===== src/hw/rtl/wsp_pkg.sv =====
// Shared types, constants and codes for the wheel sync proportional controller.
`timescale 1ns / 1ps
`default_nettype none

package wsp_pkg;

    // Timing and encoder correction
    localparam int CYCLE_MS       = 5;
    localparam int CORRECTION_DIV = 50;

    // Field widths
    localparam int COUNT_W    = 24;
    localparam int RC_W       = COUNT_W + 1;
    localparam int ERR_W      = 27;
    localparam int CNT_W      = 20;
    localparam int ELAPSED_W  = CNT_W + $clog2(CYCLE_MS + 1);
    localparam int SPEED_W    = 8;
    localparam int DRIVE_W    = 8;
    localparam int MODE_W     = 2;
    localparam int LIMIT_W    = 20;
    localparam int GAIN_W     = 16;
    localparam int GAIN_FRAC  = 16;
    localparam int LEVEL_W    = 10;
    localparam int CFG_IDX_W  = 3;
    localparam int CFG_DATA_W = 20;

    localparam logic [CNT_W-1:0] CNT_MAX   = {CNT_W{1'b1}};
    localparam int               DRIVE_MAX = 100;

    // Reciprocal for r / CORRECTION_DIV, exact for every 24-bit magnitude
    localparam int CORR_SHIFT = COUNT_W + $clog2(CORRECTION_DIV);
    localparam int CORR_MUL_W = COUNT_W + 1;
    localparam int CORR_PROD_W = COUNT_W + CORR_MUL_W;
    localparam longint unsigned CORR_MUL_L =
        ((64'd1 << CORR_SHIFT) + CORRECTION_DIV - 1) / CORRECTION_DIV;
    localparam logic [CORR_MUL_W-1:0] CORR_MUL = CORR_MUL_W'(CORR_MUL_L);

    // Item function codes
    localparam logic FUNC_START  = 1'b0;
    localparam logic FUNC_SAMPLE = 1'b1;

    // Stop rule codes
    localparam logic [MODE_W-1:0] MODE_TICKS     = 2'd0;
    localparam logic [MODE_W-1:0] MODE_TIME_BUMP = 2'd1;
    localparam logic [MODE_W-1:0] MODE_TIME      = 2'd2;

    // Register indexes
    localparam logic [CFG_IDX_W-1:0] REG_LEFT_SPEED   = 3'd0;
    localparam logic [CFG_IDX_W-1:0] REG_RIGHT_SPEED  = 3'd1;
    localparam logic [CFG_IDX_W-1:0] REG_DRIVE_MODE   = 3'd2;
    localparam logic [CFG_IDX_W-1:0] REG_STOP_LIMIT   = 3'd3;
    localparam logic [CFG_IDX_W-1:0] REG_TRIM_GAIN    = 3'd4;
    localparam logic [CFG_IDX_W-1:0] REG_BUMP_RELEASE = 3'd5;

    typedef struct packed {
        logic                      func;
        logic signed [COUNT_W-1:0] left_count;
        logic signed [COUNT_W-1:0] right_count;
        logic [LEVEL_W-1:0]        bump_level;
    } item_t;

    typedef struct packed {
        logic signed [DRIVE_W-1:0] left_drive;
        logic signed [DRIVE_W-1:0] right_drive;
        logic                      running;
    } result_t;

    typedef struct packed {
        logic signed [SPEED_W-1:0] left_speed;
        logic signed [SPEED_W-1:0] right_speed;
        logic [MODE_W-1:0]         drive_mode;
        logic [LIMIT_W-1:0]        stop_limit;
        logic [GAIN_W-1:0]         trim_gain;
        logic [LEVEL_W-1:0]        bump_release_level;
    } cfg_t;

    // Registered input word with the corrected right count
    typedef struct packed {
        logic                      valid;
        logic                      func;
        logic signed [COUNT_W-1:0] left_count;
        logic signed [RC_W-1:0]    right_corr;
        logic [LEVEL_W-1:0]        bump_level;
    } stage_t;

endpackage

`default_nettype wire


===== src/hw/rtl/wsp_cfg_regs.sv =====
// Configuration register file for the wheel sync controller.
`timescale 1ns / 1ps
`default_nettype none

module wsp_cfg_regs
    import wsp_pkg::*;
(
    input  wire logic                  clk,
    input  wire logic                  rst_n,
    input  wire logic                  cfg_valid,
    output logic                       cfg_ready,
    input  wire logic [CFG_IDX_W-1:0]  cfg_index,
    input  wire logic [CFG_DATA_W-1:0] cfg_data,
    output cfg_t                       cfg
);

    cfg_t cfg_reg;

    assign cfg_ready = 1'b1;
    assign cfg       = cfg_reg;

    always_ff @(posedge clk or negedge rst_n)
    begin
        if (!rst_n)
        begin
            cfg_reg.left_speed         <= SPEED_W'(50);
            cfg_reg.right_speed        <= SPEED_W'(50);
            cfg_reg.drive_mode         <= MODE_TICKS;
            cfg_reg.stop_limit         <= '0;
            cfg_reg.trim_gain          <= GAIN_W'(19661);
            cfg_reg.bump_release_level <= LEVEL_W'(400);
        end
        else if (cfg_valid)
        begin
            unique case (cfg_index)
                REG_LEFT_SPEED:   cfg_reg.left_speed         <= cfg_data[SPEED_W-1:0];
                REG_RIGHT_SPEED:  cfg_reg.right_speed        <= cfg_data[SPEED_W-1:0];
                REG_DRIVE_MODE:   cfg_reg.drive_mode         <= cfg_data[MODE_W-1:0];
                REG_STOP_LIMIT:   cfg_reg.stop_limit         <= cfg_data[LIMIT_W-1:0];
                REG_TRIM_GAIN:    cfg_reg.trim_gain          <= cfg_data[GAIN_W-1:0];
                REG_BUMP_RELEASE: cfg_reg.bump_release_level <= cfg_data[LEVEL_W-1:0];
                default:          ;
            endcase
        end
    end

endmodule

`default_nettype wire


===== config.mk =====
export PLATFORM = sky130hd
export DESIGN_NAME = wsp_cfg_regs
export DESIGN_NICKNAME = d
export VERILOG_FILES = /design/src/hw/rtl/wsp_pkg.sv /design/src/hw/rtl/wsp_cfg_regs.sv
export SDC_FILE = /design/constraint.sdc
export NUM_CORES = 1
export LEC_CHECK = 0
export BUFFER_PORTS_ARGS = -buffer_cell sky130_fd_sc_hd__buf_2
export CAP_MARGIN = 20
export CELL_PAD_IN_SITES_DETAIL_PLACEMENT = 1
export CELL_PAD_IN_SITES_GLOBAL_PLACEMENT = 1
export CORE_MARGIN = 4
export CORE_UTILIZATION = 39
export DETAILED_ROUTE_END_ITERATION = 12
export PLACE_DENSITY = 0.79
export SLEW_MARGIN = 30
export SYNTH_ARGS = -nofsm -noshare
export SYNTH_HDL_FRONTEND = slang
export SYNTH_SLANG_ARGS = --single-unit

===== constraint.sdc =====
create_clock -name clk -period 1 [get_ports clk]
set_clock_uncertainty 0.15 [all_clocks]
set_input_delay 0.1 -clock clk [delete_from_list [all_inputs] [get_ports clk]]
set_output_delay 0.1 -clock clk [all_outputs]
set_load 0.01 [all_outputs]

; Yosys cells after proc, flatten, opt, wreduce, memory -nomap -nowiden
; Index checks and enable logic that the tools add are counted.
[word_totals]
ff_bits = 64
latch_bits = 0
ram_bits = 0
romBits = 0
in_bits = 26
out_inout_bits = 65
wordCells = 18
memories = 0
[op_classes]
n_addsub = 0
multipliers = 0
div_mod_pow = 0
order_cmp = 0
n_eq_ne = 5
shift = 0
muxes = 0
bitwise = 0
n_reduce_logical = 7
[op_table]
columns = cell, count
row1 = AND reduction 2 bit, 6
row2 = "== test 3 x 2 -> 1 bit, second input constant", 2
row3 = "== test 3 bit, second input constant", 2
row4 = "== test 3 x 1 -> 1 bit, second input constant", 1
row5 = zero test 3 bit, 1

; Longest topological paths before layout
[depth]
word_depth = 2
depth_mapped = 4
ltp_nobuf = 2

; Least setup slack after synthesis
; Ideal clock, no wire load.
[synth_path]
kind = input to register
from = in cfg_index[1]
to = reg cfg_reg (netlist bit cfg[15])
setup_ns = 0.125
arrival_ns = 0.983
required_time_ns = 0.725
setup_slack_ns = -0.258
cell_stages = 4
path_buffers = 2
path_cell_list = nor4bb_1 -> buf_4 -> buf_8 -> mux2_2
[synth_via]
elab_chain_cells = 2
[synth_lines]
columns = item, line_no
row1 = start: declaration, wsp_cfg_regs.sv:12  ; input wire logic [CFG_IDX_W-1:0] cfg_index,
row2 = == test 3 bit, wsp_cfg_regs.sv:35  ; unique case (cfg_index)
row3 = AND reduction 2 bit (no line), n/a
row4 = end: declaration, wsp_cfg_regs.sv:17  ; cfg_t cfg_reg;
; No other way between the ends.
; A chain may end at the register's enable or synchronous reset.

; Final worst setup path
[layout_path]
from = reg cfg_reg (netlist bit cfg[24])
to = out cfg[24] (netlist bit)
[layout_rtl]
columns = item, line_no
row1 = end: declaration, wsp_cfg_regs.sv:14  ; output cfg_t cfg
; No word-level cell between the ends.

==> flow_summary_export.csv <==
group,metric,value,unit
place,hpwl,4.26,mm
detailed_routing,dr.pass1.iters,4,
power_and_ir_drop,swShare,28.4,%
status,violations,"setup timing",
worst_setup_path,path_cells,"buf_6",
detailed_routing,wl_per_cell,22.8,um
worst_setup_path,worst-path-buf-inv,1,
worst_setup_path,path_class,"reg2out",
final_layout,antenna_cells,0,
die,start_util,41.0,%
place,post_dp_cell_area,3170,sq um
worst_setup_path,critPathRequiredTime,0.75,ns
place,place_inst,311,
global_routing,grt_max_degree,65,
yosys,synthFlopType,"dfrtp_1",
detailed_routing,drt_iter0_drc,56,
detailed_routing,drc,0,
yosys,post_synth_num_cell_types,11,
global_routing,grt_pass1_wl,10.9,mm
timing,min_period,1.25,ns
yosys,synth_common_cells,"64 x mux2_2, 47 x dfrtp_1, 17 x dfstp_2",
die,die-height,87.6,um
final_layout,fillers,535,
yosys,synth_fp_nets,168,
min_path,min_path_type,"in2reg",
yosys,syn_area_per_cell,17.4,sq um
worst_setup_path,cpMaxStageDelayCell,"dfstp_2",
place,port-buffer-count,89,
yosys,synth_top_area_share,47.6,%
clock_network,numCtsBuffers,9,
detailed_routing,vias_per_cell,4.94,
yosys,syn_inst,142,
final_layout,final_cell_area,4170,sq um
global_routing,grt.total_usage,19.2,%
timing,setup_ws,-0.248,ns
final_layout,area_growth,68.7,%
clock_network,clk_pin_slew,0.08,ns
die,ios,91,
global_routing,antenna_found_initial,0,
clock_network,h-tree-depth,3,
detailed_routing,dr_total_vias,1834,
clock_network,clock_sinks,64,
yosys,ys_ff_latch,64,
worst_setup_path,path_max_fanout,2,
global_routing,gr-total-overflow,0,
yosys,yosys_warnings,0,
detailed_routing,antenna_left,0,
power_and_ir_drop,power_density,2030,nW/um^2
timing,grt_setup_unrepaired,"yes",
power_and_ir_drop,p_clk_share,23.4,%
timing,setup_violations,108,
die,die_w,87.6,um
yosys,synth-async-reset-ratio,100,%
worst_setup_path,max_stage_delay,0.56,ns
power_and_ir_drop,power_leakage,0.00201,uW
clock_network,clkLatencyLatePin,0.32,ns
final_layout,largest_reg_flops,64,
power_and_ir_drop,combinationalPowerShare,32.6,%
power_and_ir_drop,total_power,8470,uW
worst_setup_path,worstPathArrival,1.00,ns
final_layout,drive_above_1_share,74.7,%
clock_network,clock_path_buffers,2,
timing,fmax,801,MHz
yosys,seq_area_frac_synth,65.7,%
power_and_ir_drop,ir_drop,1.30,mV
global_routing,grt_pass1_vias,1997,
timing,timing.hold.ws,0.119,ns
yosys,synth_edf_count,0,
power_and_ir_drop,sequentialPowerShare,43.9,%
yosys,synth_top_area_cell,"dfrtp_1",
power_and_ir_drop,cellInternalPower,6060,uW
timing,timing.setup.tns,-10.61,ns
yosys,ys_top_cells_by_area,"dfrtp_1 48%, mux2_2 29%, dfstp_2 18%",
worst_setup_path,regToRegSetupSlack,-0.07,ns
worst_setup_path,cp_top_family,"flip-flops",
status,status,"complete, but fails checks",
clock_network,tritoncts,"yes",
timing,slew_violations,0,
clock_network,root_buffer,"clkbuf_8",
timing,min_period_over_period,125,%
detailed_routing,wl,8.45,mm
flow_run,drv_cap,0,
yosys,syn-cell-area,2470,sq um
final_layout,fin_nets,317,
worst_setup_path,critPathLaunchType,"flop",
die,core_area,6030,sq um
timing,final-hold-violation-count,0,
power_and_ir_drop,p_switching,2410,uW
place,gp_congestion,0.699,
die,die-area,7670,sq um
die,fp-row-count,28,
yosys,yosysMostFrequentCell,"mux2_2",
final_layout,final_cells,371,
worst_setup_path,endpoint_kind,"output port",
-- area by class of cell --
class	instances	area [sq um]	area share, %
clock buffers	15	166	3.99
flip-flops and latches	64	1620	38.9
repair buffers	145	1320	31.7
well taps	75	93.8	2.25
clock inverters	1	5.00	0.120
multi-input cells	71	960	23.0
-- metrics by stage --
stage | worst slack, ns | utilization [%]
final | -0.248 | 69.2
after global routing | -0.293 | 69.2
after CTS | -0.250 | 64.1
after detailed placement | -0.456 | 52.6
after global placement | -0.433 | 52.6
after floorplan | -0.242 | -
-- cell usage in the layout, fill, tap and decap left out, types with 2 or more instances in the layout --
| cell | synthesis | routed |
|---|---|---|
| buf_12 | 0 | 5 |
| buf_2 | 4 | 50 |
| buf_4 | 2 | 12 |
| buf_6 | 0 | 55 |
| clkbuf_1 | 0 | 4 |
| clkbuf_16 | 0 | 2 |
| clkbuf_8 | 0 | 11 |
| dfrtp_1 | 47 | 47 |
| dfstp_2 | 17 | 17 |
| dlygate4sd3_1 | 0 | 21 |
| mux2_2 | 64 | 29 |
| mux2_4 | 0 | 35 |
| nand4b_1 | 2 | 2 |
| nor4bb_4 | 0 | 2 |
-- worst paths after layout --
| check | start | end | cells past startpoint |
|---|---|---|---|
| min | cfg_index[1] | cfg[48] | 4 |
| min in group asynchronous | rst_n | cfg[39] | 3 |
| max in group asynchronous | rst_n | cfg[52] | 3 |
| min reg2reg | cfg[46] | cfg[46] | 1 |
| max | cfg[24] | cfg[24] | 1 |
| max reg2reg | cfg[38] | cfg[38] | 2 |
-- layer usage --
metal,vias to the layer above,routed length [um],GRT usage (%)
met3,12,577,4.99
met1,944,3270,21.8
met4,0,128,6.28
met2,77,4480,35.1
li1,801,-,-
met5,-,0,0
-- repair_timing --
item	CTS	global route
pin swaps	2	2
gates resized for setup	43	42
cloned	0	2
buffers inserted	13	12
hold endpoints to repair	128	0
endpoints found under the setup margin	103	107
hold buffers	21	0
-- power by group through the flow --
stage | registers [uW] | logic (uW) | clock network [uW]
floorplan | 3870 | 629 | 0
global placement | 3590 | 1750 | 0
detailed placement | 3610 | 1810 | 0
CTS | 3620 | 2340 | 2010
global route | 3780 | 2930 | 2160
finish | 3720 | 2770 | 1990
-- logic make-up (layout without fill, tap and decap cells) --
kind of cell	after synthesis	count (layout)	synth area share [%]
buf+inv	7	161	2.02
flops	64	64	65.7
mux	64	64	29.2
other cells	1	1	0.152
simple gates	6	6	2.99
Note: power is estimated with default switching activity, not from simulation.
