===== src/hw/rtl/wsp_pkg.sv =====
// Shared types, constants and codes for the wheel sync proportional controller.
`timescale 1ns / 1ps
`default_nettype none

package wsp_pkg;

    // Timing and encoder correction
    localparam int CYCLE_MS       = 5;
    localparam int CORRECTION_DIV = 50;

    // Field widths
    localparam int COUNT_W    = 24;
    localparam int RC_W       = COUNT_W + 1;
    localparam int ERR_W      = 27;
    localparam int CNT_W      = 20;
    localparam int ELAPSED_W  = CNT_W + $clog2(CYCLE_MS + 1);
    localparam int SPEED_W    = 8;
    localparam int DRIVE_W    = 8;
    localparam int MODE_W     = 2;
    localparam int LIMIT_W    = 20;
    localparam int GAIN_W     = 16;
    localparam int GAIN_FRAC  = 16;
    localparam int LEVEL_W    = 10;
    localparam int CFG_IDX_W  = 3;
    localparam int CFG_DATA_W = 20;

    localparam logic [CNT_W-1:0] CNT_MAX   = {CNT_W{1'b1}};
    localparam int               DRIVE_MAX = 100;

    // Reciprocal for r / CORRECTION_DIV, exact for every 24-bit magnitude
    localparam int CORR_SHIFT = COUNT_W + $clog2(CORRECTION_DIV);
    localparam int CORR_MUL_W = COUNT_W + 1;
    localparam int CORR_PROD_W = COUNT_W + CORR_MUL_W;
    localparam longint unsigned CORR_MUL_L =
        ((64'd1 << CORR_SHIFT) + CORRECTION_DIV - 1) / CORRECTION_DIV;
    localparam logic [CORR_MUL_W-1:0] CORR_MUL = CORR_MUL_W'(CORR_MUL_L);

    // Item function codes
    localparam logic FUNC_START  = 1'b0;
    localparam logic FUNC_SAMPLE = 1'b1;

    // Stop rule codes
    localparam logic [MODE_W-1:0] MODE_TICKS     = 2'd0;
    localparam logic [MODE_W-1:0] MODE_TIME_BUMP = 2'd1;
    localparam logic [MODE_W-1:0] MODE_TIME      = 2'd2;

    // Register indexes
    localparam logic [CFG_IDX_W-1:0] REG_LEFT_SPEED   = 3'd0;
    localparam logic [CFG_IDX_W-1:0] REG_RIGHT_SPEED  = 3'd1;
    localparam logic [CFG_IDX_W-1:0] REG_DRIVE_MODE   = 3'd2;
    localparam logic [CFG_IDX_W-1:0] REG_STOP_LIMIT   = 3'd3;
    localparam logic [CFG_IDX_W-1:0] REG_TRIM_GAIN    = 3'd4;
    localparam logic [CFG_IDX_W-1:0] REG_BUMP_RELEASE = 3'd5;

    typedef struct packed {
        logic                      func;
        logic signed [COUNT_W-1:0] left_count;
        logic signed [COUNT_W-1:0] right_count;
        logic [LEVEL_W-1:0]        bump_level;
    } item_t;

    typedef struct packed {
        logic signed [DRIVE_W-1:0] left_drive;
        logic signed [DRIVE_W-1:0] right_drive;
        logic                      running;
    } result_t;

    typedef struct packed {
        logic signed [SPEED_W-1:0] left_speed;
        logic signed [SPEED_W-1:0] right_speed;
        logic [MODE_W-1:0]         drive_mode;
        logic [LIMIT_W-1:0]        stop_limit;
        logic [GAIN_W-1:0]         trim_gain;
        logic [LEVEL_W-1:0]        bump_release_level;
    } cfg_t;

    // Registered input word with the corrected right count
    typedef struct packed {
        logic                      valid;
        logic                      func;
        logic signed [COUNT_W-1:0] left_count;
        logic signed [RC_W-1:0]    right_corr;
        logic [LEVEL_W-1:0]        bump_level;
    } stage_t;

endpackage

`default_nettype wire


===== src/hw/rtl/wsp_front.sv =====
// Input register stage: takes an item word and corrects the right count.
`timescale 1ns / 1ps
`default_nettype none

module wsp_front
    import wsp_pkg::*;
(
    input  wire logic  clk,
    input  wire logic  rst_n,
    input  wire logic  item_valid,
    output logic       item_ready,
    input  item_t      item_data,
    input  wire logic  advance,
    output stage_t     stage
);

    logic                     valid_reg;
    stage_t                   data_reg;
    logic                     r_neg;
    logic [COUNT_W-1:0]       r_mag;
    logic [CORR_PROD_W-1:0]   corr_prod;
    logic [COUNT_W-1:0]       quot;
    logic [RC_W-1:0]          quot_ext;
    logic signed [RC_W-1:0]   right_corr;
    logic                     load;

    // r + r/DIV, quotient truncated toward zero via magnitude
    always_comb
    begin
        r_neg      = item_data.right_count[COUNT_W-1];
        r_mag      = r_neg ? COUNT_W'(~item_data.right_count + 1'b1)
                           : COUNT_W'(item_data.right_count);
        corr_prod  = CORR_PROD_W'(r_mag) * CORR_PROD_W'(CORR_MUL);
        quot       = COUNT_W'(corr_prod >> CORR_SHIFT);
        quot_ext   = RC_W'(quot);
        right_corr = RC_W'(item_data.right_count)
                   + (r_neg ? RC_W'(~quot_ext + 1'b1) : quot_ext);
    end

    assign item_ready = !valid_reg || advance;
    assign load       = item_valid && item_ready;

    always_ff @(posedge clk or negedge rst_n)
    begin
        if (!rst_n)
        begin
            valid_reg <= 1'b0;
        end
        else if (item_ready)
        begin
            valid_reg <= item_valid;
        end
    end

    always_ff @(posedge clk)
    begin
        if (load)
        begin
            data_reg.valid      <= 1'b1;
            data_reg.func       <= item_data.func;
            data_reg.left_count <= item_data.left_count;
            data_reg.right_corr <= right_corr;
            data_reg.bump_level <= item_data.bump_level;
        end
    end

    always_comb
    begin
        stage       = data_reg;
        stage.valid = valid_reg;
    end

endmodule

`default_nettype wire


===== config.mk =====
export PLATFORM = sky130hd
export DESIGN_NAME = wsp_front
export DESIGN_NICKNAME = d
export VERILOG_FILES = /design/src/hw/rtl/wsp_pkg.sv /design/src/hw/rtl/wsp_front.sv
export SDC_FILE = /design/constraint.sdc
export NUM_CORES = 1
export LEC_CHECK = 0
export BUFFER_PORTS_ARGS = -buffer_cell sky130_fd_sc_hd__clkbuf_2
export CAP_MARGIN = 0
export CORE_MARGIN = 2
export CORE_UTILIZATION = 57
export CTS_CLUSTER_SIZE = 14
export DETAILED_ROUTE_END_ITERATION = 12
export PLACE_DENSITY = 0.8
export SLEW_MARGIN = 20
export SYNTH_ARGS = -nofsm -noshare
export SYNTH_HDL_FRONTEND = slang
export SYNTH_SLANG_ARGS = --single-unit

===== constraint.sdc =====
create_clock -name clk -period 2.4 [get_ports clk]
set_clock_uncertainty 0.2 [all_clocks]
set_input_delay 0.36 -clock clk [delete_from_list [all_inputs] [get_ports clk]]
set_output_delay 0.36 -clock clk [all_outputs]
set_load 0.03 [all_outputs]

==> flow_summary.ini, run 1 <==
[synthesis]
synth.yosys.seq_area_share = 0.128
syn_area_mm2 = 0.0142
ys_async_sr_fraction = 0.0164
synth.top_cells.by_area = sky130_fd_sc_hd__fa_1 (29%), sky130_fd_sc_hd__ha_1 (24%), sky130_fd_sc_hd__edfxtp_1 (13%)
synth.lib_cells_used.distinct = 82
synth_edf_count = 60
syn_area_per_cell_um2 = 9.87
synth_seq_cells = 61
post_synthesis_net_count = 1986
ys_dominant_reg_cell = sky130_fd_sc_hd__edfxtp_1
yosys.area.top_type_share = 0.285
synth_cells = 1443
yosysTopAreaCell = sky130_fd_sc_hd__fa_1
yosysWarningCount = 0

[die]
initial_core_util = 0.584
boundary_pin_count = 125
width_of_the_die_um = 162
die_h_um = 162
rows = 57

[placement]
port_buffers = 124
dpl.hpwl_mm = 38.6
preCtsSetupSlack_ns = -9.08
gp_congestion = 1.02

[run_status]
status = aborted with a tool error
flow.first_error = [ERROR GRT-0232] Routing congestion too high. Check the congestion heatmap in the GUI.
stop_stage = global routing

[cts]
clock_buffer_count_from_cts = 9
buffer_depth_of_the_longest_clock_path = 2
cts_root_buffer_type = sky130_fd_sc_hd__clkbuf_16
cts_sinks = 61
ctsHtreeMaxLevel = 3

[global_route]
grt_overflow_total = 249
grt_start_max_net_pins = 45
overall_track_demand_over_capacity_in_global_routing = 0.747

[timing]
grt-worst-endpoint = stage[34]$_DFFE_PP_/D
worst_ep_type = register data pin
-- Yosys cell counts, types with 9 or more instances --
master,count
sky130_fd_sc_hd__nor3_1,25
sky130_fd_sc_hd__or3_1,15
sky130_fd_sc_hd__ha_1,277
sky130_fd_sc_hd__o21ai_0,39
sky130_fd_sc_hd__inv_1,322
sky130_fd_sc_hd__edfxtp_1,60
sky130_fd_sc_hd__a211oi_1,11
sky130_fd_sc_hd__xnor2_1,42
sky130_fd_sc_hd__nand2b_1,13
sky130_fd_sc_hd__or2_2,9
sky130_fd_sc_hd__nand4_1,19
sky130_fd_sc_hd__nand2_1,68
sky130_fd_sc_hd__nor2b_1,9
sky130_fd_sc_hd__and3_1,9
sky130_fd_sc_hd__nand3_1,20
sky130_fd_sc_hd__a21oi_1,71
sky130_fd_sc_hd__nor2_1,42
sky130_fd_sc_hd__a21o_1,16
sky130_fd_sc_hd__fa_1,203
sky130_fd_sc_hd__xor2_1,25
-- what timing repair did --
| action | 4_1_cts |
|---|---|
| endpoints found under the setup margin | 25 |
| endpoints found under the hold margin | 5 |
| setup buffers | 50 |
| hold buffers | 5 |
| resized for setup | 183 |
| pin swaps | 102 |
-- metal layers --
metal  GRT usage  overflow
met4       0.753        99
met2       0.923       145
met3       0.610         2
met5       0.142         1
met1       0.735         2
-- per-stage QoR --
stage	util	std cells	instance area, um2
floorplan	-	1443	14700
global placement	0.765	2279	18600
detailed placement	0.765	2279	18600
CTS	0.834	2345	20300
-- cell families after synthesis --
kind of cell / share of synthesized area
compound gates: 0.107
flops: 0.128
mux: 0.00360
fa+ha+maj: 0.529
xor+xnor: 0.0423
simple gates: 0.0998
buf+inv: 0.0900
==> inputs of run 2 (changes only) <==
Settings changed: CORE_UTILIZATION 57 to 40, CTS_CLUSTER_SIZE 14 to not set, PLACE_DENSITY 0.8 to not set, PLACE_DENSITY_LB_ADDON set to 0.15.
Clock period 2.4 ns to 3.1 ns, I/O delays scaled along.
==> flow_summary.ini, run 2 <==
[cts]
clock_insertion_delay_worst_skew_ns = 0.32
cts_tree = done
buffer_depth_of_the_longest_clock_path = 2
clock_buffer_count_from_cts = 9
clkTransAtPathRegs_ns = 0.05
ctsHtreeMaxLevel = 3
cts_root_buffer_type = sky130_fd_sc_hd__clkbuf_16
cts_sinks = 61

[timing]
achievable-frequency_ghz = 0.0935
report.final.setup_viol = 25
final-hold-violation-count = 0
layout_min_cycle_time_ns = 10.69
timing.final.ws_setup_ns = -7.59
final.setup.tns_ns = -167.61
worst_slew_pin_slew_ns = 0.607
max_slew_violations = 0
fin_crit_sh = 3.45
slew_headroom = 0.593
grt_setup_unrepaired = yes

[placement]
preCtsSetupSlack_ns = -8.47
port_buffers = 124
gp_congestion = 0.937
dpl.hpwl_mm = 38.0

[worst_setup_path]
worstSetupStartpoint = item_data[15]
critical_path.reg2reg.endpoint = stage[59]$_DFFE_PP_
timing.critical_path.from_type = input pin
crit_slowest_cell = sky130_fd_sc_hd__fa_2
timing.critical_path.required_ns = 2.97
worstReg2RegStart = valid_reg$_DFFE_PN0N_
timing.setup.critical_path_class = in2reg
rr_worst_depth = 3
arrival_ns = 10.56
critical_path_peak_fanout = 6
crit_path_end = stage[34]$_DFFE_PP_
setup.reg_to_reg.worst_slack_ns = 1.27
critPathMaxStageDelay_ns = 0.59
worstSetupEndpointType = flop

[die]
area_enclosed_by_the_die_boundary_mm2 = 0.0371
die_h_um = 193
initial_core_util = 0.403
fp.coreArea_mm2 = 0.0353
boundary_pin_count = 125
width_of_the_die_um = 193
rows = 69

[cells_and_area]
most_common_cell_after_layout_fill_and_taps_aside = sky130_fd_sc_hd__buf_4
antenna_cells = 0
max_reg_flops = 60
layout_common_cells = sky130_fd_sc_hd__buf_4 (423), sky130_fd_sc_hd__inv_1 (304), sky130_fd_sc_hd__ha_1 (242), sky130_fd_sc_hd__fa_1 (182), sky130_fd_sc_hd__clkbuf_2 (123)
layout-area-overhead-vs-synth_pct = 45.8
finalCoreUtilization = 0.588
net_count_reported_at_finish = 2554
proportion_of_layout_cells_with_a_drive_suffix_above_1 = 0.426

[synthesis]
yosysMostFrequentCell = sky130_fd_sc_hd__inv_1
yosys.area.top_type_share = 0.285
syn_area_mm2 = 0.0142
yosysTopAreaCell = sky130_fd_sc_hd__fa_1
yosysWarningCount = 0
synth.lib_cells_used.distinct = 82
ys_async_sr_fraction = 0.0164
ys_dominant_reg_cell = sky130_fd_sc_hd__edfxtp_1
synth_edf_count = 60
synth.yosys.seq_area_share = 0.128
synth_seq_cells = 61
synthTopCellsByCount = sky130_fd_sc_hd__inv_1 (322), sky130_fd_sc_hd__ha_1 (277), sky130_fd_sc_hd__fa_1 (203)
synth_cells = 1443
syn_area_per_cell_um2 = 9.87
post_synthesis_net_count = 1986
synth.top_cells.by_area = sky130_fd_sc_hd__fa_1 (29%), sky130_fd_sc_hd__ha_1 (24%), sky130_fd_sc_hd__edfxtp_1 (13%)

[global_route]
first_pass_grt_wire_length_mm = 69.5
antenna_found_initial = 0
first_global_vias = 13100
grt_start_max_net_pins = 39
overall_track_demand_over_capacity_in_global_routing = 0.245
grt_overflow_total = 0

[detailed_routing]
routed_length_per_instance_um = 17.5
vias_per_cell = 4.94
remaining_drc_errors = 0
drt_first_iter_violations = 465
via_count = 12200
drtAntennaViolNets = 0
wirelength_routed_mm = 43.4
dr_pass1_iterations = 4

[run_status]
status = finished, violations left
failed_checks = negative setup slack

[worst_hold_path]
min-delay-path-class = in2reg

[flow_run]
max-cap-violations = 0
-- run 2: critical path: cells and delay by family --
family	cells	cell delay, ns
buf+inv	8	0.80
fa+ha+maj	9	3.82
compound gates	12	1.97
simple gates	12	3.06
xor+xnor	3	0.45
-- run 2: worst min path at each step --
stage                              from                     to  depth (start not counted)
after floorplan                   rst_n  valid_reg$_DFFE_PN0N_                          0
after global routing      item_data[56]    stage[57]$_DFFE_PP_                          1
after detailed placement          rst_n  valid_reg$_DFFE_PN0N_                          1
final                     item_data[55]    stage[56]$_DFFE_PP_                          1
after global placement            rst_n  valid_reg$_DFFE_PN0N_                          1
after CTS                 item_data[56]    stage[57]$_DFFE_PP_                          1
-- run 2: per-layer routing --
layer | share of wire | track usage | vias to the layer above
met4 | 0.030 | 0.0614 | 0
met2 | 0.49 | 0.417 | 184
met1 | 0.44 | 0.323 | 6032
li1 | - | - | 5976
met5 | 0 | 0 | -
met3 | 0.041 | 0.0415 | 47
-- run 2: cell families (layout without fill, tap and decap cells) --
group / Yosys count / after routing / synth area share
flip-flops: 61 / 61 / 0.128
XOR/XNOR: 68 / 68 / 0.0423
adder cells (fa/ha/maj): 480 / 480 / 0.529
buffers and inverters: 339 / 912 / 0.0900
AND/OR/NAND/NOR: 265 / 265 / 0.0998
AO/OA/AOI/OAI: 225 / 225 / 0.107
multiplexers: 5 / 5 / 0.00360
-- run 2: repair_timing --
action | CTS | global route
hold endpoints to repair | 1 | 0
setup endpoints to repair | 25 | 25
hold buffers | 1 | 0
pin swaps | 71 | 70
gates resized for setup | 135 | 131
setup buffers | 30 | 23
-- run 2: cell type report --
| class | count | area, um2 |
|---|---|---|
| Timing Repair Buffer | 573 | 4120 |
| Sequential cell | 61 | 1830 |
| Multi-Input combinational cell | 1043 | 12700 |
| Inverter | 323 | 1220 |
| Clock buffer | 9 | 225 |
| Tap cell | 461 | 577 |
| Fill cell | 3068 | 14500 |
| Clock inverter | 7 | 80.1 |
-- run 2: through the flow --
| step | instances | hold WS, ns | instance area [um2] |
|---|---|---|---|
| after CTS | 2459 | 0.103 | 20000 |
| after global routing | 2477 | 0.0980 | 20800 |
| final | 2477 | 0.113 | 20800 |
| after detailed placement | 2413 | 0.0414 | 18800 |
| after floorplan | 1443 | -0.0306 | 14700 |
| after global placement | 2413 | 0.0399 | 18800 |
Power of run 2 is not shown: default switching activity piles up to over one toggle a cycle in this logic, so the estimate is an artifact.
==> inputs of run 3 (changes only) <==
Clock period 3.1 ns to 12.35 ns, I/O delays scaled along.
==> flow_summary.ini, run 3 (same netlist as run 2, synthesis figures left out) <==
[detailed_routing]
routed_length_per_instance_um = 17.8
remaining_drc_errors = 0
drtAntennaViolNets = 0
dr_pass1_iterations = 5
top_layer = met4
vias_per_cell = 4.98
detail_route.wirelength.met1_mm = 19.6
met2_length_mm = 20.2
via_count = 11900
met3_wire_len_mm = 1.77
drt_first_iter_violations = 565
wirelength_routed_mm = 42.5

[timing]
layout_min_cycle_time_ns = 12.12
worst_slew_pin_slew_ns = 0.823
fin_crit_sh = 0.981
achievable-frequency_ghz = 0.0825
grt_setup_unrepaired = yes
whs_ns = 0.373
final-hold-violation-count = 0
slew_headroom = 0.437
max_slew_violations = 0
report.final.setup_viol = 0
timing.final.ws_setup_ns = 0.229

[cts]
cts_tree = done
clock_insertion_delay_worst_skew_ns = 0.33
clkTransAtPathRegs_ns = 0.05
buffer_depth_of_the_longest_clock_path = 2
ctsHtreeMaxLevel = 3
cts_root_buffer_type = sky130_fd_sc_hd__clkbuf_16
cts_sinks = 61
hold_buffers = 0
clock_buffer_count_from_cts = 9

[global_route]
grt_start_max_net_pins = 41
first_pass_grt_wire_length_mm = 67.3
antenna_found_initial = 0
overall_track_demand_over_capacity_in_global_routing = 0.237
grt_overflow_total = 0
first_global_vias = 12500

[flow_run]
max-cap-violations = 0

[die]
fp.coreArea_mm2 = 0.0353
width_of_the_die_um = 193
area_enclosed_by_the_die_boundary_mm2 = 0.0371
die_h_um = 193
rows = 69
boundary_pin_count = 125
initial_core_util = 0.403

[worst_setup_path]
critPathMaxStageDelay_ns = 0.59
critical_path.most_common_cell = sky130_fd_sc_hd__buf_4
timing.setup.critical_path_class = in2reg
worstSetupEndpointType = flop
timing.critical_path.required_ns = 12.22
crit_slowest_cell = sky130_fd_sc_hd__or4b_4
critical_path_peak_fanout = 7
arrival_ns = 11.99
timing.critical_path.from_type = input pin

[placement]
dpl.hpwl_mm = 37.3
preCtsSetupSlack_ns = -0.806
port_buffers = 124
gp_congestion = 0.941
dpl-instance-area_mm2 = 0.0180

[cells_and_area]
net_count_reported_at_finish = 2468
layout_common_cells = sky130_fd_sc_hd__buf_4 (357), sky130_fd_sc_hd__inv_1 (311), sky130_fd_sc_hd__ha_1 (251), sky130_fd_sc_hd__fa_1 (188), sky130_fd_sc_hd__clkbuf_2 (124)
max_reg_flops = 60
finalCoreUtilization = 0.553
most_common_cell_after_layout_fill_and_taps_aside = sky130_fd_sc_hd__buf_4
antenna_cells = 0
stdcell_area_mm2 = 0.0195
proportion_of_layout_cells_with_a_drive_suffix_above_1 = 0.366
layout-area-overhead-vs-synth_pct = 37.0

[run_status]
status = completed

[worst_hold_path]
min-delay-path-class = reg2reg
## run 3: cell types whose count changed in the layout (fill, tap and decap cells not counted), sizes merged
cell / before / now
buf: 449 / 363
clkinvlp: 0 / 2
clkbuf: 132 / 133
clkinv: 5 / 4
dlygate4sd3: 1 / 0
inv: 323 / 322
## run 3: layer usage
metal,vias to the layer above,GRT usage
met3,40,0.0416
li1,5802,-
met2,199,0.386
met1,5867,0.333
met5,-,0
met4,0,0.0455
## run 3: layout make-up
cell class,instances,area (um2)
fill,3123,15800
clock buffer,9,225
tap,461,577
multi-input combinational,1043,12200
clock inverter,7,90.1
timing repair buffer,487,3370
inverter,323,1220
sequential,61,1830
## run 3: worst paths after layout
check	start	endpoint	slack (ns)	cells past startpoint
worst max-delay path	item_data[15]	stage[31]$_DFFE_PP_	0.23	45
worst min-delay path	valid_reg$_DFFE_PN0N_	valid_reg$_DFFE_PN0N_	0.37	2
worst max register to register	valid_reg$_DFFE_PN0N_	stage[51]$_DFFE_PP_	10.25	3
worst min register to register	valid_reg$_DFFE_PN0N_	valid_reg$_DFFE_PN0N_	0.37	2
max in group asynchronous	rst_n	valid_reg$_DFFE_PN0N_	10.78	1
min in group asynchronous	rst_n	valid_reg$_DFFE_PN0N_	1.09	1
## run 3: stage by stage
step	instances	setup TNS, ns
global route	2391	-0.587
detailed placement	2348	-3.88
global placement	2348	-3.04
finish	2391	0
floorplan	1443	0
CTS	2369	0
## run 3: critical path, delay by kind of cell
| family | cells | cell delay [ns] |
|---|---|---|
| XOR/XNOR | 3 | 0.40 |
| AO/OA/AOI/OAI | 6 | 1.68 |
| adder cells (fa/ha/maj) | 9 | 3.54 |
| AND/OR/NAND/NOR | 14 | 3.20 |
| buffers and inverters | 13 | 1.32 |
## run 3: what timing repair did
action                                  in CTS  in global routing
hold endpoints to repair                     0                  0
pin swaps                                   27                 98
gates resized for setup                     57                153
setup buffers                                5                 22
endpoints found under the setup margin       5                 10
Power of run 3 is left out for the same reason.
