$ cat src/hw/rtl/wsp_pkg.sv
// Shared types, constants and codes for the wheel sync proportional controller.
`timescale 1ns / 1ps
`default_nettype none

package wsp_pkg;

    // Timing and encoder correction
    localparam int CYCLE_MS       = 5;
    localparam int CORRECTION_DIV = 50;

    // Field widths
    localparam int COUNT_W    = 24;
    localparam int RC_W       = COUNT_W + 1;
    localparam int ERR_W      = 27;
    localparam int CNT_W      = 20;
    localparam int ELAPSED_W  = CNT_W + $clog2(CYCLE_MS + 1);
    localparam int SPEED_W    = 8;
    localparam int DRIVE_W    = 8;
    localparam int MODE_W     = 2;
    localparam int LIMIT_W    = 20;
    localparam int GAIN_W     = 16;
    localparam int GAIN_FRAC  = 16;
    localparam int LEVEL_W    = 10;
    localparam int CFG_IDX_W  = 3;
    localparam int CFG_DATA_W = 20;

    localparam logic [CNT_W-1:0] CNT_MAX   = {CNT_W{1'b1}};
    localparam int               DRIVE_MAX = 100;

    // Reciprocal for r / CORRECTION_DIV, exact for every 24-bit magnitude
    localparam int CORR_SHIFT = COUNT_W + $clog2(CORRECTION_DIV);
    localparam int CORR_MUL_W = COUNT_W + 1;
    localparam int CORR_PROD_W = COUNT_W + CORR_MUL_W;
    localparam longint unsigned CORR_MUL_L =
        ((64'd1 << CORR_SHIFT) + CORRECTION_DIV - 1) / CORRECTION_DIV;
    localparam logic [CORR_MUL_W-1:0] CORR_MUL = CORR_MUL_W'(CORR_MUL_L);

    // Item function codes
    localparam logic FUNC_START  = 1'b0;
    localparam logic FUNC_SAMPLE = 1'b1;

    // Stop rule codes
    localparam logic [MODE_W-1:0] MODE_TICKS     = 2'd0;
    localparam logic [MODE_W-1:0] MODE_TIME_BUMP = 2'd1;
    localparam logic [MODE_W-1:0] MODE_TIME      = 2'd2;

    // Register indexes
    localparam logic [CFG_IDX_W-1:0] REG_LEFT_SPEED   = 3'd0;
    localparam logic [CFG_IDX_W-1:0] REG_RIGHT_SPEED  = 3'd1;
    localparam logic [CFG_IDX_W-1:0] REG_DRIVE_MODE   = 3'd2;
    localparam logic [CFG_IDX_W-1:0] REG_STOP_LIMIT   = 3'd3;
    localparam logic [CFG_IDX_W-1:0] REG_TRIM_GAIN    = 3'd4;
    localparam logic [CFG_IDX_W-1:0] REG_BUMP_RELEASE = 3'd5;

    typedef struct packed {
        logic                      func;
        logic signed [COUNT_W-1:0] left_count;
        logic signed [COUNT_W-1:0] right_count;
        logic [LEVEL_W-1:0]        bump_level;
    } item_t;

    typedef struct packed {
        logic signed [DRIVE_W-1:0] left_drive;
        logic signed [DRIVE_W-1:0] right_drive;
        logic                      running;
    } result_t;

    typedef struct packed {
        logic signed [SPEED_W-1:0] left_speed;
        logic signed [SPEED_W-1:0] right_speed;
        logic [MODE_W-1:0]         drive_mode;
        logic [LIMIT_W-1:0]        stop_limit;
        logic [GAIN_W-1:0]         trim_gain;
        logic [LEVEL_W-1:0]        bump_release_level;
    } cfg_t;

    // Registered input word with the corrected right count
    typedef struct packed {
        logic                      valid;
        logic                      func;
        logic signed [COUNT_W-1:0] left_count;
        logic signed [RC_W-1:0]    right_corr;
        logic [LEVEL_W-1:0]        bump_level;
    } stage_t;

endpackage

`default_nettype wire

$ cat src/hw/rtl/wsp_core.sv
// Controller state, error and trim datapath, stop test and result register.
`timescale 1ns / 1ps
`default_nettype none

module wsp_core
    import wsp_pkg::*;
(
    input  wire logic clk,
    input  wire logic rst_n,
    input  cfg_t      cfg,
    input  stage_t    stage,
    input  wire logic advance,
    output logic      result_valid,
    output result_t   result_data
);

    localparam int TRIM_W = ERR_W + GAIN_W + 1;
    localparam int SUM_W  = TRIM_W + 1;
    localparam int Q_W    = SUM_W - GAIN_FRAC;
    localparam logic signed [Q_W-1:0] Q_MAX = Q_W'(DRIVE_MAX);
    localparam logic signed [Q_W-1:0] Q_MIN = -Q_W'(DRIVE_MAX);

    function automatic logic signed [DRIVE_W-1:0] sat_drive(
        input logic signed [Q_W-1:0] v
    );
        logic signed [DRIVE_W-1:0] r;
        if (v > Q_MAX)
            r = DRIVE_W'(DRIVE_MAX);
        else if (v < Q_MIN)
            r = -DRIVE_W'(DRIVE_MAX);
        else
            r = DRIVE_W'(v);
        return r;
    endfunction

    logic signed [RC_W-1:0]  start_left_reg;
    logic signed [RC_W-1:0]  start_right_reg;
    logic [CNT_W-1:0]        cycle_count_reg;
    logic                    active_reg;
    logic                    result_valid_reg;
    result_t                 result_data_reg;

    logic                    step;
    logic                    is_start;
    logic                    do_update;
    logic signed [ERR_W-1:0] dl;
    logic signed [ERR_W-1:0] dr;
    logic signed [ERR_W-1:0] err_now;
    logic [CNT_W-1:0]        cycle_count_next;
    logic [ELAPSED_W-1:0]    elapsed;
    logic [RC_W-1:0]         abs_rc;
    logic                    tick_ok;
    logic                    time_ok;
    logic                    bump_ok;
    logic                    run_next;
    logic signed [GAIN_W:0]  gain_s;
    logic signed [TRIM_W-1:0] trim_prod;
    logic signed [SUM_W-1:0] sum;
    logic                    round_up;
    logic signed [Q_W-1:0]   q;
    result_t                 result_next;

    assign step      = stage.valid && advance;
    assign is_start  = (stage.func == FUNC_START);
    assign do_update = is_start || active_reg;

    always_comb
    begin
        dl = ERR_W'(stage.left_count) - ERR_W'(start_left_reg);
        dr = ERR_W'(stage.right_corr) - ERR_W'(start_right_reg);
        if (is_start)
            err_now = '0;
        else if (dl > 0 && dr > 0)
            err_now = dl - dr;
        else if (dl < 0 && dr < 0)
            err_now = dr - dl;
        else
            err_now = -(dl + dr);

        if (is_start)
            cycle_count_next = '0;
        else if (cycle_count_reg == CNT_MAX)
            cycle_count_next = cycle_count_reg;
        else
            cycle_count_next = cycle_count_reg + 1'b1;

        elapsed = ELAPSED_W'(cycle_count_next) * ELAPSED_W'(CYCLE_MS);
        abs_rc  = stage.right_corr[RC_W-1] ? RC_W'(-stage.right_corr)
                                           : RC_W'(stage.right_corr);
        tick_ok = abs_rc < RC_W'(cfg.stop_limit);
        time_ok = elapsed < ELAPSED_W'(cfg.stop_limit);
        bump_ok = stage.bump_level > cfg.bump_release_level;

        unique case (cfg.drive_mode)
            MODE_TICKS:     run_next = tick_ok;
            MODE_TIME_BUMP: run_next = time_ok && bump_ok;
            default:        run_next = time_ok;
        endcase

        // right_speed + err*gain in Q16, truncated toward zero
        gain_s    = $signed({1'b0, cfg.trim_gain});
        trim_prod = TRIM_W'(err_now) * TRIM_W'(gain_s);
        sum       = SUM_W'(trim_prod) + (SUM_W'(cfg.right_speed) <<< GAIN_FRAC);
        round_up  = sum[SUM_W-1] && (sum[GAIN_FRAC-1:0] != '0);
        q         = $signed(sum[SUM_W-1:GAIN_FRAC]) + Q_W'(round_up);

        if (do_update && run_next)
        begin
            result_next.left_drive  = sat_drive(Q_W'(cfg.left_speed));
            result_next.right_drive = sat_drive(q);
            result_next.running     = 1'b1;
        end
        else
        begin
            result_next = '0;
        end
    end

    always_ff @(posedge clk or negedge rst_n)
    begin
        if (!rst_n)
        begin
            start_left_reg   <= '0;
            start_right_reg  <= '0;
            cycle_count_reg  <= '0;
            active_reg       <= 1'b0;
            result_valid_reg <= 1'b0;
        end
        else
        begin
            if (advance)
            begin
                result_valid_reg <= stage.valid;
            end
            if (step && do_update)
            begin
                cycle_count_reg <= cycle_count_next;
                active_reg      <= run_next;
                if (is_start)
                begin
                    start_left_reg  <= RC_W'(stage.left_count);
                    start_right_reg <= stage.right_corr;
                end
            end
        end
    end

    always_ff @(posedge clk)
    begin
        if (step)
        begin
            result_data_reg <= result_next;
        end
    end

    assign result_valid = result_valid_reg;
    assign result_data  = result_data_reg;

    a_stopped_zero: assert property (@(posedge clk) disable iff (!rst_n)
        result_valid_reg && !result_data_reg.running
        |-> result_data_reg.left_drive == '0 && result_data_reg.right_drive == '0)
        else $error("stopped word carries nonzero drive");

    a_drive_range: assert property (@(posedge clk) disable iff (!rst_n)
        result_valid_reg
        |-> result_data_reg.right_drive <= DRIVE_W'(DRIVE_MAX)
            && result_data_reg.right_drive >= -DRIVE_W'(DRIVE_MAX)
            && result_data_reg.left_drive <= DRIVE_W'(DRIVE_MAX)
            && result_data_reg.left_drive >= -DRIVE_W'(DRIVE_MAX))
        else $error("drive out of range");

    a_start_clears: assert property (@(posedge clk) disable iff (!rst_n)
        step && stage.func == FUNC_START |=> cycle_count_reg == '0)
        else $error("start did not clear cycle count");

    a_idle_hold: assert property (@(posedge clk) disable iff (!rst_n)
        step && stage.func == FUNC_SAMPLE && !active_reg
        |=> $stable(cycle_count_reg) && !active_reg && !result_data_reg.running)
        else $error("sample while stopped changed state");

endmodule

`default_nettype wire
$ cat config.mk
export PLATFORM = sky130hd
export DESIGN_NAME = wsp_core
export DESIGN_NICKNAME = d
export VERILOG_FILES = /design/src/hw/rtl/wsp_pkg.sv /design/src/hw/rtl/wsp_core.sv
export SDC_FILE = /design/constraint.sdc
export NUM_CORES = 2
export LEC_CHECK = 0
export ABC_AREA = 0
export ABC_CLOCK_PERIOD_IN_PS = 12500
export BUFFER_PORTS_ARGS = -buffer_cell sky130_fd_sc_hd__buf_2
export CAP_MARGIN = 20
export CORE_MARGIN = 1
export CORE_UTILIZATION = 45
export CTS_CLUSTER_SIZE = 30
export DETAILED_ROUTE_END_ITERATION = 10
export GPL_TIMING_DRIVEN = 0
export SLEW_MARGIN = 10
export SYNTH_ARGS = -nofsm -noshare
export SYNTH_HDL_FRONTEND = slang
export SYNTH_SLANG_ARGS = --single-unit
$ cat constraint.sdc
create_clock -name clk -period 12.5 [get_ports clk]
set_input_delay 1.875 -clock clk [delete_from_list [all_inputs] [get_ports clk]]
set_output_delay 1.875 -clock clk [all_outputs]
set_load 0.02 [all_outputs]
### Word level (Yosys, flattened, before mapping)

Cells that the tools add are included.

* word-level logic and storage cells: 66
* bits in read-only memories: 0
* flip-flop bits (word level): 88
* bits of input ports: 128
* output and inout bits: 18
* bits in writable memories: 0
* latch bits: 0
* memories: 0

* multipliers: 2
* shift-type cells: 0
* muxes and demuxes: 12
* add/sub/neg operators: 10
* bitwise gates (word level): 2
* divide/modulo/power cells: 0
* reductions and logical operators: 15
* $lt $le $gt $ge: 11
* eq/ne operators: 2

Operator list (number)
* $mux 27: 3
* $add 44x24->45: 1
* $mul 27x17->44: 1
* $mux 20: 2
* $add 29x1->29: 1
* $gt 29x8->1 const B: 1
* $lt 29x8->1 const B: 1
* $add 25x26->27: 1
* $neg 27->27: 1
* $sub 25x26->27: 1
* $sub 26x25->27: 1
* $gt 26x1->1 const B: 1
* $lt 26x1->1 const B: 1
* $sub 25x25->26: 1
* $gt 25x1->1 const B: 1
* $lt 25x1->1 const B: 1
* $lt 25x20->1: 1
* $mux 25: 1
* $neg 25->25: 1
* $sub 24x24->25: 1
* $lt 23x20->1: 1
* $mul 20x3->23 const B: 1
* $add 20x1->20 const B: 1
* $eq 20x20->1 const B: 1
* 16 further kinds: 27

### Logic depth before layout (Yosys ltp)

* depth after elaboration: 14
* gate-level depth with buffers: 64
* depth with buffers taken out: 61

### Worst setup path after synthesis

OpenSTA, ideal clock, no wires.

* path type: input port to flip-flop
* start point: input port stage[11] in the netlist's numbering
* end point: register result_data_reg (netlist bit result_data[4]) (data pin)
* path buffers: 5
* required time: 12232 ps
* arrival time: 15028 ps
* setup slack: -2796 ps
* setup time: 268 ps
* cell stages on the path: 56
* path through: ha_1 -> nor2b_1 -> o31a_1 -> o41a_1 -> a31oi_1 -> a32o_1 -> inv_1 -> ha_1 -> clkbuf_1 -> inv_1 -> ha_1 -> inv_1 -> or3_1 -> o211ai_1 -> nand3_1 -> a21oi_1 -> o221ai_1 -> a21oi_1 -> (+20 left out) -> nand3_1 -> a311oi_1 -> o21ai_0 -> a21oi_1 -> xnor2_1 -> a21boi_0 -> ha_1 -> ha_1 -> clkbuf_1 -> nand4_1 -> or4_1 -> buf_2 -> nor4_4 -> o2bb2ai_1 -> a21oi_1 -> or4_4 -> nor3_1 -> nor4_1

* word-level cells in the longest chain between the ends: 13
* elaborated cells on any way between the ends: 27
* classes of those cells: 8 x add/sub; 1 x mul; 5 x order compare; 6 x mux; 1 x bitwise; 6 x reduce/logical

Ends and longest elaborated chain
* start, declared: RTL line wsp_core.sv:11 `input stage_t stage,`
* $sub 25x25->26: RTL line wsp_core.sv:70 `dr = ERR_W'(stage.right_corr) - ERR_W'(start_right_reg);`
* $add 25x26->27 or $lt 26x1->1 (tied branches): RTL line wsp_core.sv:78, wsp_core.sv:75
* $neg 27->27 or $logic_and 1x1->1 (tied branches): RTL line wsp_core.sv:78, wsp_core.sv:75
* $mux 27: RTL line wsp_core.sv:75 `else if (dl < 0 && dr < 0)`
* $mux 27: RTL line wsp_core.sv:73 `else if (dl > 0 && dr > 0)`
* $mux 27: RTL line wsp_core.sv:71 `if (is_start)`
* $mul 27x17->44: RTL line wsp_core.sv:102 `trim_prod = TRIM_W'(err_now) * TRIM_W'(gain_s);`
* $add 44x24->45: RTL line wsp_core.sv:103 `sum = SUM_W'(trim_prod) + (SUM_W'(cfg.right_speed) <<< GAIN_FRAC);`
* $reduce_bool 16->1: RTL line wsp_core.sv:104 `round_up = sum[SUM_W-1] && (sum[GAIN_FRAC-1:0] != '0);`
* $logic_and 1x1->1: RTL line wsp_core.sv:104
* $add 29x1->29: RTL line wsp_core.sv:105 `q = $signed(sum[SUM_W-1:GAIN_FRAC]) + Q_W'(round_up);`
* $lt 29x8->1 or $gt 29x8->1 (tied branches): RTL line wsp_core.sv:29, wsp_core.sv:27
* $mux 8 or $reduce_or 2->1 (tied branches)
* end signal, assigned: RTL line wsp_core.sv:152 `result_data_reg <= result_next;`
* end, declared: RTL line wsp_core.sv:41 `result_t result_data_reg;`

Parallel ways exist; a longest one is shown, timed or not.
A chain may end at the register's enable or synchronous reset.

### Worst setup path in the final report

* start point: input port stage[10] in the netlist's numbering
* end point: register result_data_reg (netlist bit result_data[6]) (data pin)

* word-level cells in the longest chain between the ends: 14
* elaborated cells on any way between the ends: 26
* classes of those cells: 8 x add/sub; 1 x mul; 5 x order compare; 7 x mux; 5 x reduce/logical

Ends and longest elaborated chain
* $sub 25x25->26: RTL line wsp_core.sv:70
* $add 25x26->27 or $lt 26x1->1 (tied branches): RTL line wsp_core.sv:78, wsp_core.sv:75
* $neg 27->27 or $logic_and 1x1->1 (tied branches): RTL line wsp_core.sv:78, wsp_core.sv:75
* $mux 27: RTL line wsp_core.sv:75
* $mux 27: RTL line wsp_core.sv:73
* $mux 27: RTL line wsp_core.sv:71
* $mul 27x17->44: RTL line wsp_core.sv:102
* $add 44x24->45: RTL line wsp_core.sv:103
* $reduce_bool 16->1: RTL line wsp_core.sv:104
* $logic_and 1x1->1: RTL line wsp_core.sv:104
* $add 29x1->29: RTL line wsp_core.sv:105
* $lt 29x8->1: RTL line wsp_core.sv:29 `else if (v < Q_MIN)`
* $mux 8: RTL line wsp_core.sv:29
* $mux 7: RTL line wsp_core.sv:27 `if (v > Q_MAX)`

Parallel ways exist; a longest one is shown, timed or not.

==> impl_metrics.py <==
metrics = {
    "die": {
        "placementRows": 97,
        "core-area_sq_mm": 0.0701,
        "initial_utilization_pct": 45.6,
        "fp.dieH_microns": 268,
        "num_io_pins": 146,
        "dieArea_sq_mm": 0.0721,
        "die_x_microns": 268,
    },
    "critical_path": {
        "worst_ep_arrival_time_ns": 15.16,
        "start_kind": "input pin",
        "critPathCaptureType": "register",
        "cp_common_cell": "ha_4",
        "slowest_delay_ns": 0.64,
        "startpoint": "stage[10]",
        "required_ns": 12.64,
        "reg2reg_to": "result_data[6]",
        "rr_worst_depth": 63,
        "ff2ff_setup_slack_ns": -1.40,
        "worstSetupPathType": "input pin to register",
        "worstReg2RegStart": "start_right_reg[1]",
        "worst-path-max-fanout": 6,
        "slowest_stage": "fa_2",
    },
    "timing": {
        "tightest_slew_ns": 1.00,
        "fin_crit_ns": 15.01,
        "fin_crit_sh_pct": 120,
        "setup_viol": 8,
        "rsz0062_at_grt": "yes",
        "max_slew_margin_pct": 32.5,
        "fin_worst_skew_ns": 0.0118,
        "drv_slew": 0,
        "max_freq_mhz": 66.6,
        "worst_slack_ns": -2.51,
        "hold_viol": 0,
    },
    "synthesis": {
        "synth_cell_types": 100,
        "synth_area_sq_mm": 0.0320,
        "ys.flop_type": "dfrtp_1",
        "ys_ff_latch": 88,
        "syn_inst": 4016,
        "syn_avg_cell_area_sq_um": 7.96,
        "ys_seq_area_share_pct": 7.16,
        "synth_enable_flop_cells": 17,
        "async_flop_share_pct": 80.7,
        "syn-num-nets": 4938,
        "yosys_warnings": 0,
    },
    "layout": {
        "final_nets": 5272,
        "post-route-util_pct": 54.3,
        "fillers": 6803,
        "layout-drive-gt1-share_pct": 18.8,
        "largest_register_ffs": 25,
        "area_growth_syn_to_layout_pct": 19.3,
    },
    "route": {
        "antenna_left": 0,
        "first_pass_iters": 6,
        "avgRoutedWirePerCell_microns": 19.0,
        "viasPerCell": 5.56,
        "drtIter0Drc": 2261,
        "drcViolationCount": 0,
        "drt-total-wl_microns": 101000,
        "via_count": 29434,
    },
    "worst_hold_path": {
        "hold-path-endpoint": "start_left_reg[0]",
        "hp-class": "register to register",
        "worstHoldStart": "start_left_reg[0]",
        "hold_depth": 2,
    },
    "global_route": {
        "grt_pass1_wl_microns": 159000,
        "grt_overflow": 0,
        "grt_max_degree": 56,
        "grt_antenna_before_repair": 1,
        "grt_use_total_pct": 28.4,
        "grt_pass1_vias": 28820,
    },
    "placed_design": {
        "portBuffers": 145,
        "dpl_worst_slack_ns": -5.04,
        "gp_congestion": 0.944,
        "place_hpwl_microns": 82200,
    },
    "clocking": {
        "clk_pin_slew_ns": 0.08,
        "cts_buffer_depth": 2,
        "cts_tree": "built",
        "h-tree-depth": 3,
        "cts_buffers": 9,
        "root_buffer": "clkbuf_16",
        "clock_sinks": 88,
        "clk_latency_ns": 0.39,
    },
    "outcome": {
        "violations": "setup timing",
        "status": "finished, violations left",
    },
    "run": {
        "maxCapViolCount": 0,
    },
}
-- through the flow --
stage	cell area, sq um	hold slack [ns]	instances	TNS, ns
final	38100	0.495	5296	-18.86
after CTS	36900	0.495	5232	-18.01
after global routing	38100	0.513	5296	-22.91
after detailed placement	34400	0.478	5103	-38.54
after global placement	34300	0.467	5101	-40.64
after floorplan	32400	0.451	4016	-12.20
-- cells in the final DEF (no fill, tap or decap), types with 26 or more instances in the layout --
master / count
o21a_1: 26
xor2_1: 33
nand2_1: 317
buf_2: 158
or3_1: 29
clkbuf_1: 55
or2_2: 51
nor3_1: 59
dfrtp_1: 71
and2_1: 26
o31ai_1: 30
ha_4: 40
buf_4: 176
nand4_1: 36
nor2_1: 418
inv_1: 712
o21bai_1: 28
ha_1: 311
nand3_1: 65
and3_1: 36
nand2b_1: 48
xnor2_1: 121
a21oi_1: 158
o21ai_0: 143
fa_1: 416
a21o_1: 59
-- how the worst max path moves through the flow --
stage | to | slack, ns | cells past startpoint
global route | result_data[2] | -3.05 | 64
floorplan | result_data[1] | -1.71 | 57
detailed placement | result_data[5] | -5.04 | 59
global placement | result_data[3] | -5.30 | 58
CTS | result_data[6] | -2.41 | 62
finish | result_data[6] | -2.51 | 65
-- worst max-delay path, delay by kind of cell --
| kind | cells | cell delay, ns |
|---|---|---|
| AO/OA/AOI/OAI | 19 | 3.59 |
| buffers and inverters | 16 | 1.93 |
| adder cells (fa/ha/maj) | 12 | 4.29 |
| multiplexers | 1 | 0.23 |
| AND/OR/NAND/NOR | 15 | 2.75 |
| XOR/XNOR | 2 | 0.43 |
-- cells in the mapped netlist (8+ instances only) --
cell	number	share of area (%)
a2111oi_0	13	0.36
a211o_1	17	0.47
a211oi_1	34	0.80
a21o_1	63	1.5
a21oi_1	188	2.9
a31oi_1	33	0.65
and2_1	27	0.53
and3_1	38	0.74
and4_1	15	0.41
buf_1	15	0.18
buf_2	22	0.34
clkbuf_1	99	1.2
dfrtp_1	71	5.6
edfxtp_1	17	1.6
fa_1	431	27
ha_1	363	14
inv_1	745	8.8
mux2_2	17	0.60
mux2i_1	21	0.66
nand2_1	329	3.9
nand2b_1	49	0.96
nand3_1	70	1.1
nand4_1	36	0.70
nor2_1	434	5.1
nor2b_1	23	0.45
nor3_1	70	1.1
nor3b_1	15	0.35
nor4_1	32	0.63
o211ai_1	25	0.59
o21a_1	27	0.63
o21ai_0	163	2.6
o21ai_1	8	0.13
o21bai_1	28	0.66
o221ai_1	8	0.22
o22ai_1	9	0.18
o31a_1	8	0.22
o31ai_1	32	0.75
o41ai_1	8	0.22
or2_2	53	1.0
or3_1	31	0.61
xnor2_1	143	3.9
xor2_1	40	1.1
-- cell families (layout without fill, tap and decap cells) --
| logic type | Yosys count | count (layout) | share of synthesized area, % |
|---|---|---|---|
| XOR/XNOR | 183 | 183 | 5.02 |
| other | 0 | 1 | 0 |
| buffers and inverters | 883 | 1222 | 10.5 |
| flip-flops | 88 | 88 | 7.16 |
| multiplexers | 38 | 38 | 1.26 |
| AND/OR/NAND/NOR | 1264 | 1264 | 18.9 |
| AO/OA/AOI/OAI | 761 | 761 | 15.8 |
| adder cells (fa/ha/maj) | 799 | 799 | 41.4 |
-- layout make-up --
cell class / instances / area (sq um) / area share, %
antenna: 1 / 2.50 / 0.00657
timing repair buffer: 341 / 2390 / 6.27
clock inverter: 6 / 53.8 / 0.141
clock buffer: 10 / 229 / 0.601
sequential: 88 / 2290 / 6.00
inverter: 746 / 2860 / 7.49
tap: 940 / 1180 / 3.09
multi-input combinational: 3045 / 28400 / 74.5
buffer: 119 / 727 / 1.91
-- timing repair --
item	CTS	global route
setup endpoints to repair	8	8
hold buffers	0	0
cloned	0	0
endpoints found under the hold margin	0	0
gates resized for setup	276	161
pin swaps	132	160
buffers inserted	128	67
-- per-layer routing --
| metal | up-vias | part of all wire [%] | track usage [%] |
|---|---|---|---|
| met5 | - | 0 | 0 |
| met4 | 0 | 2.2 | 6.76 |
| met3 | 112 | 6.4 | 3.01 |
| met2 | 878 | 47 | 46.5 |
| met1 | 14538 | 45 | 40.1 |
| li1 | 13906 | - | - |
Power is left out: the tool's default activity adds up to more than one toggle a clock period on the data nets, which glitch-free logic cannot reach.
